$ cat config.mk
export PLATFORM = sky130hd
export DESIGN_NAME = source_byte_lexer_core
export DESIGN_NICKNAME = d
export VERILOG_FILES = /design/src/design/sbl_pkg.sv /design/src/design/source_byte_lexer_core.sv /design/src/design/sbl_token_fifo.sv /design/src/design/sbl_lexer.sv
export SDC_FILE = /design/constraint.sdc
export NUM_CORES = 1
export LEC_CHECK = 0
export ABC_AREA = 0
export BUFFER_PORTS_ARGS = -buffer_cell sky130_fd_sc_hd__buf_4
export CAP_MARGIN = 0
export CORE_ASPECT_RATIO = 0.9
export CORE_MARGIN = 1
export CORE_UTILIZATION = 49
export CTS_BUF_LIST = sky130_fd_sc_hd__clkbuf_4
export CTS_CLUSTER_DIAMETER = 200
export DETAILED_ROUTE_END_ITERATION = 10
export PLACE_DENSITY = 0.68
export SYNTH_ARGS = -nofsm -noshare
export SYNTH_HDL_FRONTEND = slang
export SYNTH_SLANG_ARGS = --single-unit
$ cat constraint.sdc
create_clock -name clk -period 8.27 [get_ports clk]
set_input_delay 2.481 -clock clk [delete_from_list [all_inputs] [get_ports clk]]
set_output_delay 2.481 -clock clk [all_outputs]
set_load 0.02 [all_outputs]
$ cat src/design/sbl_pkg.sv
`default_nettype none

package sbl_pkg;

  localparam int LEN_BITS   = 16;
  localparam int START_BITS = 16;
  localparam int OUT_VALUE_BITS = 32;
  localparam int KW_COUNT   = 5;

  localparam int FIFO_DEPTH = 4;
  localparam int PTR_BITS   = $clog2(FIFO_DEPTH);
  localparam int CNT_BITS   = PTR_BITS + 1;

  localparam logic [3:0] TOK_UNKNOWN  = 4'd0;
  localparam logic [3:0] TOK_ID       = 4'd1;
  localparam logic [3:0] TOK_INT      = 4'd2;
  localparam logic [3:0] TOK_KW_FIRST = 4'd3;
  localparam logic [3:0] TOK_COLON    = 4'd8;
  localparam logic [3:0] TOK_DCOLON   = 4'd9;
  localparam logic [3:0] TOK_LCURLY   = 4'd10;
  localparam logic [3:0] TOK_RCURLY   = 4'd11;
  localparam logic [3:0] TOK_LPAREN   = 4'd12;
  localparam logic [3:0] TOK_RPAREN   = 4'd13;
  localparam logic [3:0] TOK_SEMI     = 4'd14;

  localparam logic [7:0] CH_NUL    = 8'h00;
  localparam logic [7:0] CH_TAB    = 8'h09;
  localparam logic [7:0] CH_NL     = 8'h0A;
  localparam logic [7:0] CH_SPACE  = 8'h20;
  localparam logic [7:0] CH_COLON  = 8'h3A;
  localparam logic [7:0] CH_SEMI   = 8'h3B;
  localparam logic [7:0] CH_LPAREN = 8'h28;
  localparam logic [7:0] CH_RPAREN = 8'h29;
  localparam logic [7:0] CH_LCURLY = 8'h7B;
  localparam logic [7:0] CH_RCURLY = 8'h7D;

  localparam logic [7:0] KW_TEXT [KW_COUNT][8] = '{
    '{"n", "e", "w", 8'h00, 8'h00, 8'h00, 8'h00, 8'h00},
    '{"f", "u", "n", 8'h00, 8'h00, 8'h00, 8'h00, 8'h00},
    '{"m", "o", "d", "u", "l", "e", 8'h00, 8'h00},
    '{"r", "e", "t", "u", "r", "n", 8'h00, 8'h00},
    '{"I", "n", "t", 8'h00, 8'h00, 8'h00, 8'h00, 8'h00}
  };

  localparam logic [LEN_BITS-1:0] KW_LEN [KW_COUNT] = '{
    16'd3, 16'd3, 16'd6, 16'd6, 16'd3
  };

  typedef struct packed {
    logic [7:0] char_byte;
    logic       end_of_code;
  } byte_t;

  typedef struct packed {
    logic [3:0]                token_type;
    logic [START_BITS-1:0]     token_start;
    logic [LEN_BITS-1:0]       token_length;
    logic [OUT_VALUE_BITS-1:0] number_value;
    logic                      last_of_run;
  } token_t;

  typedef struct packed {
    logic [1:0] count;
    token_t     first;
    token_t     second;
  } push_t;

  function automatic logic is_letter(input logic [7:0] c);
    return (c >= "A" && c <= "Z") || (c >= "a" && c <= "z");
  endfunction

  function automatic logic is_digit(input logic [7:0] c);
    return c >= "0" && c <= "9";
  endfunction

  function automatic logic [3:0] single_type(input logic [7:0] c);
    logic [3:0] t;
    case (c)
      CH_LCURLY: t = TOK_LCURLY;
      CH_RCURLY: t = TOK_RCURLY;
      CH_LPAREN: t = TOK_LPAREN;
      CH_RPAREN: t = TOK_RPAREN;
      CH_SEMI:   t = TOK_SEMI;
      default:   t = TOK_UNKNOWN;
    endcase
    return t;
  endfunction

endpackage

`default_nettype wire

$ cat src/design/source_byte_lexer_core.sv
// Bytes pass the input register; their tokens are written to the queue that drives token_word.
// Throughput: one byte per cycle while the queue has room and no byte gives two tokens;
//   a byte that gives two tokens pushes both at once into the 4-entry queue behind token_word.
// A byte held in the input register is lexed and released only when the queue has room for two tokens.
// Reset: synchronous rst empties the input register and the queue, sets the lexer idle,
//   the byte position to zero and the keyword match flags to all ones.
`default_nettype none

module source_byte_lexer_core #(
  parameter int POSITION_BITS = 16,
  parameter int VALUE_BITS    = 32
) (
  input  logic            clk,
  input  logic            rst,
  input  logic            byte_valid,
  output logic            byte_stall,
  input  sbl_pkg::byte_t  byte_word,
  output logic            token_valid,
  input  logic            token_stall,
  output sbl_pkg::token_t token_word
);
  import sbl_pkg::*;

  byte_t in_q;
  logic  in_q_valid;
  logic  room;
  logic  advance;
  push_t push;

  assign advance    = in_q_valid & room;
  assign byte_stall = in_q_valid & ~room;

  always_ff @(posedge clk) begin
    if (rst) begin
      in_q_valid <= 1'b0;
    end else if (!byte_stall) begin
      in_q_valid <= byte_valid;
    end
  end

  always_ff @(posedge clk) begin
    if (byte_valid && !byte_stall) begin
      in_q <= byte_word;
    end
  end

  sbl_lexer #(
    .POSITION_BITS(POSITION_BITS),
    .VALUE_BITS   (VALUE_BITS)
  ) u_lexer (
    .clk    (clk),
    .rst    (rst),
    .advance(advance),
    .item   (in_q),
    .push   (push)
  );

  sbl_token_fifo u_fifo (
    .clk      (clk),
    .rst      (rst),
    .push     (push),
    .room     (room),
    .out_valid(token_valid),
    .out_stall(token_stall),
    .out_word (token_word)
  );

  a_rise_after_push: assert property (@(posedge clk) disable iff (rst)
    $rose(token_valid) |-> $past(push.count != 2'd0))
    else $error("token_valid rose without a push");

  a_pair_last_flag: assert property (@(posedge clk) disable iff (rst)
    push.count == 2'd2 |-> (!push.first.last_of_run && push.second.last_of_run))
    else $error("last_of_run misplaced on a token pair");

  a_push_needs_advance: assert property (@(posedge clk) disable iff (rst)
    push.count != 2'd0 |-> (in_q_valid && room))
    else $error("token pushed without room");

  a_full_means_valid: assert property (@(posedge clk) disable iff (rst)
    !room |-> token_valid)
    else $error("queue reports no room while empty");

endmodule

`default_nettype wire

$ cat src/design/sbl_token_fifo.sv
`default_nettype none

module sbl_token_fifo (
  input  logic           clk,
  input  logic           rst,
  input  sbl_pkg::push_t push,
  output logic           room,
  output logic           out_valid,
  input  logic           out_stall,
  output sbl_pkg::token_t out_word
);
  import sbl_pkg::*;

  token_t              entry [FIFO_DEPTH];
  logic [PTR_BITS-1:0] wr_ptr;
  logic [PTR_BITS-1:0] wr_ptr_plus;
  logic [PTR_BITS-1:0] rd_ptr;
  logic [CNT_BITS-1:0] count;
  logic                pop;

  assign out_valid   = (count != '0);
  assign out_word    = entry[rd_ptr];
  assign room        = (count <= CNT_BITS'(FIFO_DEPTH - 2));
  assign pop         = out_valid & ~out_stall;
  assign wr_ptr_plus = wr_ptr + 1'b1;

  always_ff @(posedge clk) begin
    if (rst) begin
      wr_ptr <= '0;
      rd_ptr <= '0;
      count  <= '0;
    end else begin
      wr_ptr <= wr_ptr + PTR_BITS'(push.count);
      rd_ptr <= rd_ptr + PTR_BITS'(pop);
      count  <= count + CNT_BITS'(push.count) - CNT_BITS'(pop);
    end
  end

  always_ff @(posedge clk) begin
    if (push.count != 2'd0) begin
      entry[wr_ptr] <= push.first;
    end
    if (push.count == 2'd2) begin
      entry[wr_ptr_plus] <= push.second;
    end
  end

endmodule

`default_nettype wire

$ cat src/design/sbl_lexer.sv
`default_nettype none

module sbl_lexer #(
  parameter int POSITION_BITS = 16,
  parameter int VALUE_BITS    = 32
) (
  input  logic           clk,
  input  logic           rst,
  input  logic           advance,
  input  sbl_pkg::byte_t item,
  output sbl_pkg::push_t push
);
  import sbl_pkg::*;

  typedef enum logic [3:0] {
    MODE_IDLE  = 4'b0001,
    MODE_ID    = 4'b0010,
    MODE_NUM   = 4'b0100,
    MODE_COLON = 4'b1000
  } mode_t;

  mode_t                    mode, mode_next;
  logic [POSITION_BITS-1:0] position, position_next;
  logic [POSITION_BITS-1:0] run_start, run_start_next;
  logic [LEN_BITS-1:0]      run_length, run_length_next;
  logic [KW_COUNT-1:0]      keyword_match, keyword_match_next;
  logic [VALUE_BITS-1:0]    number_accum, number_accum_next;
  logic                     stopped, stopped_next;

  token_t     tok [2];
  logic [1:0] n;
  logic       used;
  logic       letter;
  logic       digit;
  logic [7:0] c;

  function automatic logic [KW_COUNT-1:0] kw_step(input logic [KW_COUNT-1:0] km,
                                                  input logic [LEN_BITS-1:0] len,
                                                  input logic [7:0]          ch);
    logic [KW_COUNT-1:0] r;
    r = km;
    for (int k = 0; k < KW_COUNT; k++) begin
      if (len >= KW_LEN[k] || KW_TEXT[k][len[2:0]] != ch) begin
        r[k] = 1'b0;
      end
    end
    return r;
  endfunction

  function automatic logic [VALUE_BITS-1:0] num_step(input logic [VALUE_BITS-1:0] acc,
                                                     input logic [7:0]            ch);
    logic [VALUE_BITS+3:0] wide;
    wide = {1'b0, acc, 3'b000} + {3'b000, acc, 1'b0} + (VALUE_BITS + 4)'(ch[3:0]);
    if (wide[VALUE_BITS+3:VALUE_BITS] != 4'd0) begin
      return '1;
    end
    return wide[VALUE_BITS-1:0];
  endfunction

  function automatic logic [LEN_BITS-1:0] len_inc(input logic [LEN_BITS-1:0] len);
    return (len == '1) ? len : len + 1'b1;
  endfunction

  function automatic token_t flush_tok(input mode_t                    m,
                                       input logic [POSITION_BITS-1:0] st,
                                       input logic [LEN_BITS-1:0]      ln,
                                       input logic [KW_COUNT-1:0]      km,
                                       input logic [VALUE_BITS-1:0]    ac);
    token_t t;
    t = '0;
    t.token_start  = START_BITS'(st);
    t.token_length = ln;
    if (m == MODE_ID) begin
      t.token_type = TOK_ID;
      for (int k = KW_COUNT - 1; k >= 0; k--) begin
        if (km[k] && ln == KW_LEN[k]) begin
          t.token_type = TOK_KW_FIRST + 4'(k);
        end
      end
    end else if (m == MODE_NUM) begin
      t.token_type   = TOK_INT;
      t.number_value = OUT_VALUE_BITS'(ac);
    end else begin
      t.token_type   = TOK_COLON;
      t.token_length = LEN_BITS'(1);
    end
    return t;
  endfunction

  always_comb begin
    mode_next          = mode;
    position_next      = position;
    run_start_next     = run_start;
    run_length_next    = run_length;
    keyword_match_next = keyword_match;
    number_accum_next  = number_accum;
    stopped_next       = stopped;
    tok[0]             = '0;
    tok[1]             = '0;
    n                  = 2'd0;
    used               = 1'b0;
    c                  = item.char_byte;
    letter             = is_letter(c);
    digit              = is_digit(c);

    if (c == CH_NUL) begin
      if (!stopped && mode != MODE_IDLE) begin
        tok[0] = flush_tok(mode, run_start, run_length, keyword_match, number_accum);
        n      = 2'd1;
      end
      mode_next          = MODE_IDLE;
      position_next      = '0;
      run_start_next     = '0;
      run_length_next    = '0;
      keyword_match_next = '1;
      number_accum_next  = '0;
      stopped_next       = 1'b0;
    end else if (!stopped) begin
      unique case (mode)
        MODE_ID: begin
          if (letter || digit) begin
            keyword_match_next = kw_step(keyword_match, run_length, c);
            run_length_next    = len_inc(run_length);
            used               = 1'b1;
          end else begin
            tok[0]    = flush_tok(mode, run_start, run_length, keyword_match, number_accum);
            n         = 2'd1;
            mode_next = MODE_IDLE;
          end
        end
        MODE_NUM: begin
          if (digit) begin
            number_accum_next = num_step(number_accum, c);
            run_length_next   = len_inc(run_length);
            used              = 1'b1;
          end else begin
            tok[0]    = flush_tok(mode, run_start, run_length, keyword_match, number_accum);
            n         = 2'd1;
            mode_next = MODE_IDLE;
          end
        end
        MODE_COLON: begin
          if (c == CH_COLON) begin
            tok[0].token_type   = TOK_DCOLON;
            tok[0].token_start  = START_BITS'(run_start);
            tok[0].token_length = LEN_BITS'(2);
            used                = 1'b1;
          end else begin
            tok[0] = flush_tok(mode, run_start, run_length, keyword_match, number_accum);
          end
          n         = 2'd1;
          mode_next = MODE_IDLE;
        end
        MODE_IDLE: begin
        end
        default: begin
        end
      endcase

      if (!used && !(c == CH_SPACE || c == CH_TAB || c == CH_NL)) begin
        if (letter || digit || c == CH_COLON) begin
          run_start_next     = position;
          run_length_next    = LEN_BITS'(1);
          keyword_match_next = '1;
          number_accum_next  = '0;
          if (letter) begin
            mode_next          = MODE_ID;
            keyword_match_next = kw_step('1, '0, c);
          end else if (digit) begin
            mode_next         = MODE_NUM;
            number_accum_next = num_step('0, c);
          end else begin
            mode_next = MODE_COLON;
          end
        end else begin
          tok[n[0]].token_type   = single_type(c);
          tok[n[0]].token_start  = START_BITS'(position);
          tok[n[0]].token_length = LEN_BITS'(1);
          n = n + 2'd1;
        end
      end

      position_next = position + 1'b1;

      if (item.end_of_code) begin
        if (mode_next != MODE_IDLE) begin
          tok[n[0]] = flush_tok(mode_next, run_start_next, run_length_next,
                                keyword_match_next, number_accum_next);
          n = n + 2'd1;
        end
        mode_next    = MODE_IDLE;
        stopped_next = 1'b1;
      end
    end

    if (n == 2'd2) begin
      tok[1].last_of_run = 1'b1;
    end else if (n == 2'd1) begin
      tok[0].last_of_run = 1'b1;
    end
  end

  assign push.count  = advance ? n : 2'd0;
  assign push.first  = tok[0];
  assign push.second = tok[1];

  always_ff @(posedge clk) begin
    if (rst) begin
      mode          <= MODE_IDLE;
      position      <= '0;
      run_start     <= '0;
      run_length    <= '0;
      keyword_match <= '1;
      number_accum  <= '0;
      stopped       <= 1'b0;
    end else if (advance) begin
      mode          <= mode_next;
      position      <= position_next;
      run_start     <= run_start_next;
      run_length    <= run_length_next;
      keyword_match <= keyword_match_next;
      number_accum  <= number_accum_next;
      stopped       <= stopped_next;
    end
  end

endmodule

`default_nettype wire

==> flow_metrics.tcl, run 1 <==
set metrics [dict create \
    synth_nets 2125 \
    pwr-share-clk_pct 32.7 \
    maxCapViolCount 0 \
    grt_remaining_overflow 0 \
    met3_length_mm 6.60 \
    syn_area_sq_um 21800 \
    numClockSinks 383 \
    skew_ns 0.0766 \
    grt_max_degree 73 \
    viasPerCell 6.32 \
    io_pins 84 \
    portBuffers 83 \
    finalSetupTns_ns 0 \
    hp-class "reg2reg" \
    max_freq_ghz 0.175 \
    outcome "completed" \
    synth_top_area_share_pct 39.2 \
    reg2reg_depth 13 \
    wl_met1_mm 29.3 \
    syn_area_per_cell_sq_um 10.8 \
    ys_seq_area_share_pct 48.1 \
    antenna_found_initial 1 \
    route.antenna.remaining_nets 0 \
    synth.distinct_cells 88 \
    root_buffer "clkbuf_4" \
    grt.total_usage_pct 27.8 \
    htreeDepth 3 \
    wire_per_inst_microns 22.8 \
    synth.most_common_cell "edfxtp_1" \
    synth_edf_count 285 \
    synth_common_cells "edfxtp_1 (285), nor2_1 (269), nand2_1 (150), a22oi_1 (99), dfxtp_1 (98)" \
    crit_start "in_q[4]$_DFFE_PP_" \
    routed_wl_mm 63.4 \
    vdd_drop_max_v 0.000101 \
    postCtsSetupRepairBufs 0 \
    fin_crit_ns 5.71 \
    p_total_w 0.00516 \
    async_flop_share_pct 0 \
    setup_viol 0 \
    finalHoldViolCount 0 \
    fp.dieH_microns 202 \
    worstPathArrival_ns 6.22 \
    drt_iter0_drc 2135 \
    clk_pin_slew_ns 0.06 \
    routed-wl-met2_mm 26.7 \
    placementRows 73 \
    synth-seq-cells 383 \
    r2r-end "u_fifo.entry[3][3]$_DFFE_PP_" \
    start_util_pct 49.5 \
    synth_top_area_cell "edfxtp_1" \
    drv_slew 0 \
    dieArea_sq_um 45400 \
    relSlewSlack_pct 16.1 \
    via_count 17600 \
    critical_path_required_ns 8.77 \
    yosys_warnings 0 \
    worstMarginPinSlew_ns 1.25 \
    cts_resized 0 \
    finalCritPeriodShare_pct 69.1 \
    p_int_w 0.00356 \
    drtPass1Iterations 5 \
    hold_buffers 0 \
    nets 2196 \
    rr_startpoint "in_q[4]$_DFFE_PP_" \
    crit_fanout 31 \
    rsz0062_at_grt "false" \
    place.gp.congestion 0.984 \
    numCtsBuffers 98 \
    synth_ff_type "edfxtp_1" \
    syn_inst 2032 \
    start_kind "flip-flop" \
    combPwrFrac_pct 23.7 \
    top_layer "met4" \
    area_delta_synth_final_pct 11.1 \
    grt_first_pass_wirelength_mm 96.6 \
    core_area_sq_um 44100 \
    pwr-share-seq_pct 43.5 \
    clk_latency_ns 0.86 \
    leakagePower_nw 9.24 \
    grt_pass1_vias 16200 \
    crit_type "reg2reg" \
    p_sw_w 0.00159 \
    cts_buffer_depth 3 \
    drive_above_1_share_pct 18.4 \
    reg2reg_setup_slack_ns 2.56 \
    die_w_microns 225 \
    yosys-top-cells-area "edfxtp_1 (39%), dfxtp_1 (9.0%), mux4_2 (7.1%), nor2_1 (4.6%), ha_1 (4.4%)" \
    place_hpwl_mm 42.1 \
    drc 0 \
    powerDensity_nw_per_um2 212 \
    critPathCapture "u_fifo.entry[3][3]$_DFFE_PP_" \
    crit_path_end_kind "flip-flop" \
    cts_tree "done" \
    p_sw_share_pct 30.9 \
]
[power by group through the flow]
| stage | clock [W] | combinational (W) | sequential, W |
|---|---|---|---|
| after floorplan | 0 | 0.000814 | 0.00225 |
| after global placement | 0 | 0.00122 | 0.00228 |
| after detailed placement | 0 | 0.00123 | 0.00229 |
| after CTS | 0.00172 | 0.00123 | 0.00224 |
| after global routing | 0.00182 | 0.00130 | 0.00225 |
| final | 0.00169 | 0.00122 | 0.00225 |
[layout by cell type, fill, tap and decap left out, types with 12 or more instances in the layout]
master    instances
edfxtp_1        285
nor2_1          264
clkbuf_4        153
nand2_1         150
buf_4           112
a22oi_1          99
dfxtp_1          96
a21oi_1          94
mux2i_1          89
ha_1             77
mux4_2           69
o21ai_0          67
o211ai_1         59
nand3_1          46
inv_1            38
nor3_1           34
xnor2_1          33
a31oi_1          24
nand4_1          21
xor2_1           21
and3_1           20
nor2b_1          18
a21o_1           18
or3_1            18
clkinv_1         15
and2_1           13
o221ai_1         13
nand2b_1         12
nor4_1           12
[critical path, cell delays in order (launching register included)]
cell and delay (ns):
edfxtp_1 0.73, inv_1 0.30, fa_1 0.58, inv_1 0.06
ha_1 0.27, a21oi_1 0.19, nor2_1 0.10, nor3_1 0.37
o31ai_1 0.34, a21oi_1 0.29, and2_1 0.96, o21ai_0 0.23
a221oi_1 0.80, mux2i_1 0.17
[sequential cells by signal (all words and copies together), names as in the netlist, 3 cells and up]
signal and flops:
in_q 9, u_lexer.keyword_match 5, u_fifo.count 3, u_lexer.number_accum 32
u_lexer.position 16, u_fifo.entry 276, u_lexer.run_length 16, u_lexer.mode 4
u_lexer.run_start 16
[per-layer routing]
layer  up-vias  global-route usage [%]
li1       7984                       -
met1      8623                    43.0
met2       890                    38.5
met3        75                    7.52
met4         0                    5.95
met5         -                       0
[logic make-up after synthesis]
group | synth area share, %
multiplexers | 11.2
AND/OR/NAND/NOR | 14.4
buffers and inverters | 3.52
AO/OA/AOI/OAI | 15.9
flip-flops | 48.1
XOR/XNOR | 2.16
adder cells (fa/ha/maj) | 4.73
[worst min-delay path by stage]
stage | cells after the start | start | endpoint
2_1_floorplan | 2 | u_lexer.keyword_match[0]$_SDFFE_PP1P_ | u_lexer.keyword_match[0]$_SDFFE_PP1P_
3_3_place_gp | 2 | u_lexer.number_accum[21]$_SDFFE_PP0P_ | u_lexer.number_accum[21]$_SDFFE_PP0P_
3_5_place_dp | 2 | u_lexer.number_accum[21]$_SDFFE_PP0P_ | u_lexer.number_accum[21]$_SDFFE_PP0P_
4_1_cts | 2 | u_lexer.number_accum[21]$_SDFFE_PP0P_ | u_lexer.number_accum[21]$_SDFFE_PP0P_
5_1_grt | 2 | u_lexer.number_accum[26]$_SDFFE_PP0P_ | u_lexer.number_accum[26]$_SDFFE_PP0P_
6_report | 2 | u_lexer.number_accum[21]$_SDFFE_PP0P_ | u_lexer.number_accum[21]$_SDFFE_PP0P_
[layout make-up]
| type | count | area (sq um) |
|---|---|---|
| multi-input cells | 1465 | 10700 |
| clock inverters | 25 | 153 |
| well taps | 600 | 751 |
| inverters | 42 | 158 |
| diodes | 1 | 2.50 |
| repair buffers | 113 | 852 |
| flip-flops and latches | 383 | 10500 |
| clock buffers | 153 | 1150 |
| fillers | 3797 | 19800 |
[stage by stage]
| step | util, % | cells | worst slack, ns | hold WS [ns] | instance area, sq um |
|---|---|---|---|---|---|
| floorplan | - | 2032 | 0.0901 | 0.462 | 21900 |
| finish | 55.0 | 2782 | 2.56 | 0.507 | 24300 |
| global placement | 52.1 | 2602 | 2.47 | 0.494 | 23000 |
| CTS | 55.0 | 2780 | 2.34 | 0.510 | 24300 |
| detailed placement | 52.1 | 2602 | 2.42 | 0.500 | 23000 |
| global route | 55.0 | 2782 | 2.13 | 0.547 | 24300 |
No activity file was read; power rests on OpenSTA's default activity.
==> inputs of run 2 (changes only) <==
--- a/config.mk
+++ b/config.mk
@@ -14,7 +14,7 @@
 export CTS_BUF_LIST = sky130_fd_sc_hd__clkbuf_4
 export CTS_CLUSTER_DIAMETER = 200
 export DETAILED_ROUTE_END_ITERATION = 10
-export PLACE_DENSITY = 0.68
+export PLACE_DENSITY = 0.66
 export SYNTH_ARGS = -nofsm -noshare
 export SYNTH_HDL_FRONTEND = slang
 export SYNTH_SLANG_ARGS = --single-unit
==> constraint.sdc (replaced) <==
create_clock -name clk -period 5.7 [get_ports clk]
set_input_delay 1.71 -clock clk [delete_from_list [all_inputs] [get_ports clk]]
set_output_delay 1.71 -clock clk [all_outputs]
set_load 0.02 [all_outputs]
==> flow_metrics.tcl, run 2 (synthesized netlist as in run 1, its figures left out) <==
set metrics [dict create \
    largest_register_ffs 276 \
    setup_viol 0 \
    dieArea_sq_um 45400 \
    wire_per_inst_microns 23.0 \
    place.gp.congestion 0.945 \
    hp-class "reg2reg" \
    cts_tree "done" \
    crit_type "reg2reg" \
    max_freq_ghz 0.203 \
    numClockSinks 383 \
    root_buffer "clkbuf_4" \
    clk_pin_slew_ns 0.06 \
    drive_above_1_share_pct 19.6 \
    worstMarginPinSlew_ns 1.11 \
    grt_max_degree 73 \
    start_util_pct 49.5 \
    p_total_w 0.00756 \
    place_hpwl_mm 43.3 \
    final_cell_mix "edfxtp_1 (285), nor2_1 (265), clkbuf_4 (157)" \
    largest_registers "u_fifo.entry x276, u_lexer.number_accum x32" \
    routed_wl_mm 64.9 \
    finalCritPeriodShare_pct 86.5 \
    finalHoldViolCount 0 \
    outcome "completed" \
    cts_buffer_depth 3 \
    fp.dieH_microns 202 \
    layout_commonest_cell "edfxtp_1" \
    clk_latency_ns 0.85 \
    grt_pass1_vias 17000 \
    area_delta_synth_final_pct 12.9 \
    top_register "u_fifo.entry" \
    final_cells 2818 \
    drtPass1Iterations 6 \
    die_w_microns 225 \
    cts_resized 0 \
    rsz0062_at_grt "false" \
    nets 2229 \
    grt_remaining_overflow 0 \
    grt.total_usage_pct 28.7 \
    crit_path_end_kind "flip-flop" \
    drv_slew 0 \
    maxCapViolCount 0 \
    fin_crit_ns 4.93 \
    via_count 17800 \
    core_area_sq_um 44100 \
    relSlewSlack_pct 26.1 \
    grt_first_pass_wirelength_mm 100 \
    antenna_found_initial 3 \
    portBuffers 83 \
    route.antenna.remaining_nets 0 \
    postCtsSetupRepairBufs 0 \
    viasPerCell 6.31 \
    drc 0 \
    htreeDepth 3 \
    start_kind "flip-flop" \
    numCtsBuffers 98 \
    placementRows 73 \
    worstPathArrival_ns 5.49 \
    powerDensity_nw_per_um2 306 \
    io_pins 84 \
    dp_cells 2636 \
    critical_path_required_ns 6.26 \
    reg2reg_setup_slack_ns 0.77 \
    skew_ns 0.0422 \
    crit_fanout 27 \
    drt_iter0_drc 2058 \
    hold_buffers 0 \
    finish.utilization_pct 55.9 \
    vdd_drop_max_v 0.000162 \
    leakagePower_nw 9.43 \
    fillers 3875 \
]
==> run 2: cell types whose count changed in the layout (fill, tap and decap cells not counted), sizes merged <==
cell	delta
clkbuf	+4
buf	+33
diode	+3
inv	-2
clkinv	-2
==> run 2: stage by stage <==
step           instance area [sq um]  hold slack (ns)  setup slack (ns)  setup TNS (ns)
2_1_floorplan                  21900            0.462            -0.375          -51.29
3_3_place_gp                   23300            0.492              1.04               0
3_5_place_dp                   23300            0.496             0.881               0
4_1_cts                        24700            0.504             0.891               0
5_1_grt                        24700            0.527             0.519               0
6_report                       24700            0.509             0.767               0
==> run 2: path summary, 6_finish.rpt <==
check                                                             end  cells after the start                             startpoint
worst max-delay path                    u_fifo.entry[1][18]$_DFFE_PP_                     14                      in_q[3]$_DFFE_PP_
worst min-delay path            u_lexer.number_accum[12]$_SDFFE_PP0P_                      2  u_lexer.number_accum[12]$_SDFFE_PP0P_
worst max register to register          u_fifo.entry[1][18]$_DFFE_PP_                     14                      in_q[3]$_DFFE_PP_
worst min register to register  u_lexer.number_accum[12]$_SDFFE_PP0P_                      2  u_lexer.number_accum[12]$_SDFFE_PP0P_
==> run 2: power by group <==
part / internal (W) / switching (W)
clock: 0.00130 / 0.00117
combinational: 0.000768 / 0.00103
sequential: 0.00316 / 0.000142
total: 0.00522 / 0.00233
==> run 2: worst max-delay path, stage by stage (launching register included) <==
cell and delay (ns):
edfxtp_1 0.76, ha_1 0.34, ha_1 0.22, fa_1 0.47
a21oi_1 0.20, o22a_1 0.22, o21ai_0 0.19, o31ai_1 0.45
nand3_1 0.32, a31oi_2 0.25, buf_4 0.34, o21ai_1 0.11
buf_4 0.19, o21ai_0 0.46, a21oi_1 0.13
==> run 2: final cells by class <==
cell class | instances | area (sq um) | share of cell area [%]
Clock inverter | 21 | 141 | 0.573
Timing Repair Buffer | 146 | 1220 | 4.95
Clock buffer | 157 | 1180 | 4.78
Inverter | 42 | 158 | 0.639
Multi-Input combinational cell | 1465 | 10700 | 43.3
Antenna cell | 4 | 10.0 | 0.0406
Sequential cell | 383 | 10500 | 42.7
Tap cell | 600 | 751 | 3.04
==> run 2: metal layers <==
| layer | up-vias | global-route usage (%) | share of wire [%] |
|---|---|---|---|
| met5 | - | 0 | 0.020 |
| li1 | 8061 | - | - |
| met2 | 810 | 41.1 | 43 |
| met1 | 8790 | 43.5 | 46 |
| met3 | 115 | 5.95 | 8.9 |
| met4 | 2 | 8.75 | 2.1 |
==> inputs of run 3 (changes only) <==
==> constraint.sdc (replaced) <==
create_clock -name clk -period 6.25 [get_ports clk]
set_input_delay 1.875 -clock clk [delete_from_list [all_inputs] [get_ports clk]]
set_output_delay 1.875 -clock clk [all_outputs]
set_load 0.02 [all_outputs]
==> flow_metrics.tcl, run 3 (synthesized netlist as in run 1, its figures left out) <==
set metrics [dict create \
    fin_crit_ns 5.22 \
    holdWs_ns 0.507 \
    root_buffer "clkbuf_4" \
    largest_register_ffs 276 \
    final_cells 2807 \
    grt_pass1_vias 16900 \
    viasPerCell 6.30 \
    cts_buffer_depth 3 \
    crit_fanout 20 \
    largest_registers "u_fifo.entry x276, u_lexer.number_accum x32" \
    numClockSinks 383 \
    cts_tree "done" \
    cts_resized 0 \
    postCtsSetupRepairBufs 0 \
    final_cell_mix "edfxtp_1 (285), nor2_1 (264), nand2_1 (150)" \
    reg2reg_depth 10 \
    relSlewSlack_pct 20.3 \
    critical_path_required_ns 6.91 \
    vdd_drop_max_v 0.000161 \
    skew_ns 0.0806 \
    top_register "u_fifo.entry" \
    nets 2220 \
    grt_first_pass_wirelength_mm 100 \
    layout_commonest_cell "edfxtp_1" \
    place.gp.congestion 0.954 \
    drt_iter0_drc 1951 \
    setup_viol 0 \
    finalCritPeriodShare_pct 83.5 \
    p_total_w 0.00679 \
    numCtsBuffers 102 \
    portBuffers 83 \
    drv_slew 0 \
    maxCapViolCount 0 \
    grt.total_usage_pct 28.8 \
    reg2reg_setup_slack_ns 1.03 \
    start_kind "flip-flop" \
    htreeDepth 3 \
    route.antenna.remaining_nets 0 \
    leakagePower_nw 9.31 \
    clk_pin_slew_ns 0.06 \
    powerDensity_nw_per_um2 277 \
    worstPathArrival_ns 5.88 \
    dp_cells 2623 \
    via_count 17700 \
    drtPass1Iterations 6 \
    routed_wl_mm 64.8 \
    drive_above_1_share_pct 18.7 \
    grt_remaining_overflow 0 \
    pre_cts_ws_ns 1.24 \
    worstMarginPinSlew_ns 1.19 \
    area_delta_synth_final_pct 12.0 \
    place_hpwl_mm 43.2 \
    crit_path_end_kind "flip-flop" \
    io_pins 84 \
    die_w_microns 225 \
    setup_ws_ns 1.03 \
    fp.dieH_microns 202 \
    wire_per_inst_microns 23.1 \
    max_freq_ghz 0.192 \
    rsz0062_at_grt "false" \
    clk_latency_ns 0.88 \
    outcome "completed" \
    grt_max_degree 73 \
    dieArea_sq_um 45400 \
    placementRows 73 \
    hold_buffers 0 \
    min_path_cells 2 \
    hp-class "reg2reg" \
    start_util_pct 49.5 \
    core_area_sq_um 44100 \
    antenna_found_initial 2 \
    finalHoldViolCount 0 \
    drc 0 \
    crit_type "reg2reg" \
]
## run 3: cell type report
type / count / area (sq um)
flip-flops and latches: 383 / 10500
fillers: 3856 / 19700
well taps: 600 / 751
clock inverters: 34 / 159
repair buffers: 133 / 1060
multi-input cells: 1465 / 10700
inverters: 42 / 158
clock buffers: 148 / 1110
diodes: 2 / 5.00
## run 3: report_power, final
part           switching [W]  leakage (nW)  total [W]  internal [W]
Combinational       0.000901          5.20    0.00159      0.000690
Clock                0.00107         0.756    0.00216       0.00109
Sequential          0.000154          3.36    0.00303       0.00288
Total                0.00212          9.31    0.00679       0.00466
## run 3: final timing paths
check / start / end
min reg2reg: u_lexer.number_accum[6]$_SDFFE_PP0P_ / u_lexer.number_accum[6]$_SDFFE_PP0P_
min: u_lexer.number_accum[6]$_SDFFE_PP0P_ / u_lexer.number_accum[6]$_SDFFE_PP0P_
max: in_q[3]$_DFFE_PP_ / u_fifo.entry[1][45]$_DFFE_PP_
max reg2reg: in_q[3]$_DFFE_PP_ / u_fifo.entry[1][45]$_DFFE_PP_
## run 3: critical path: stages, from the launching register on
cell and delay [ns]:
edfxtp_1 0.66, nor3_1 0.64, a2bb2oi_1 0.24, a22oi_1 0.48
ha_1 0.32, o2111a_1 0.14, a21oi_1 0.68, nand2_1 0.37
nor3_1 0.85, a22oi_1 0.42, nor2_1 0.21
## run 3: metal layers
layer  global-route usage [%]  up-vias  share of wire [%]
met5                        0        -                  0
met4                     7.75        0                1.7
met3                     5.54       84                8.0
met2                     41.7      833                 43
met1                     43.8     8719                 47
li1                         -     8057                  -
## run 3: metrics by stage
step	cell area [sq um]	setup TNS (ns)	util, %
2_1_floorplan	21900	-10.58	-
3_3_place_gp	23200	0	52.6
3_5_place_dp	23200	0	52.6
4_1_cts	24500	0	55.4
5_1_grt	24500	0	55.5
6_report	24500	0	55.5
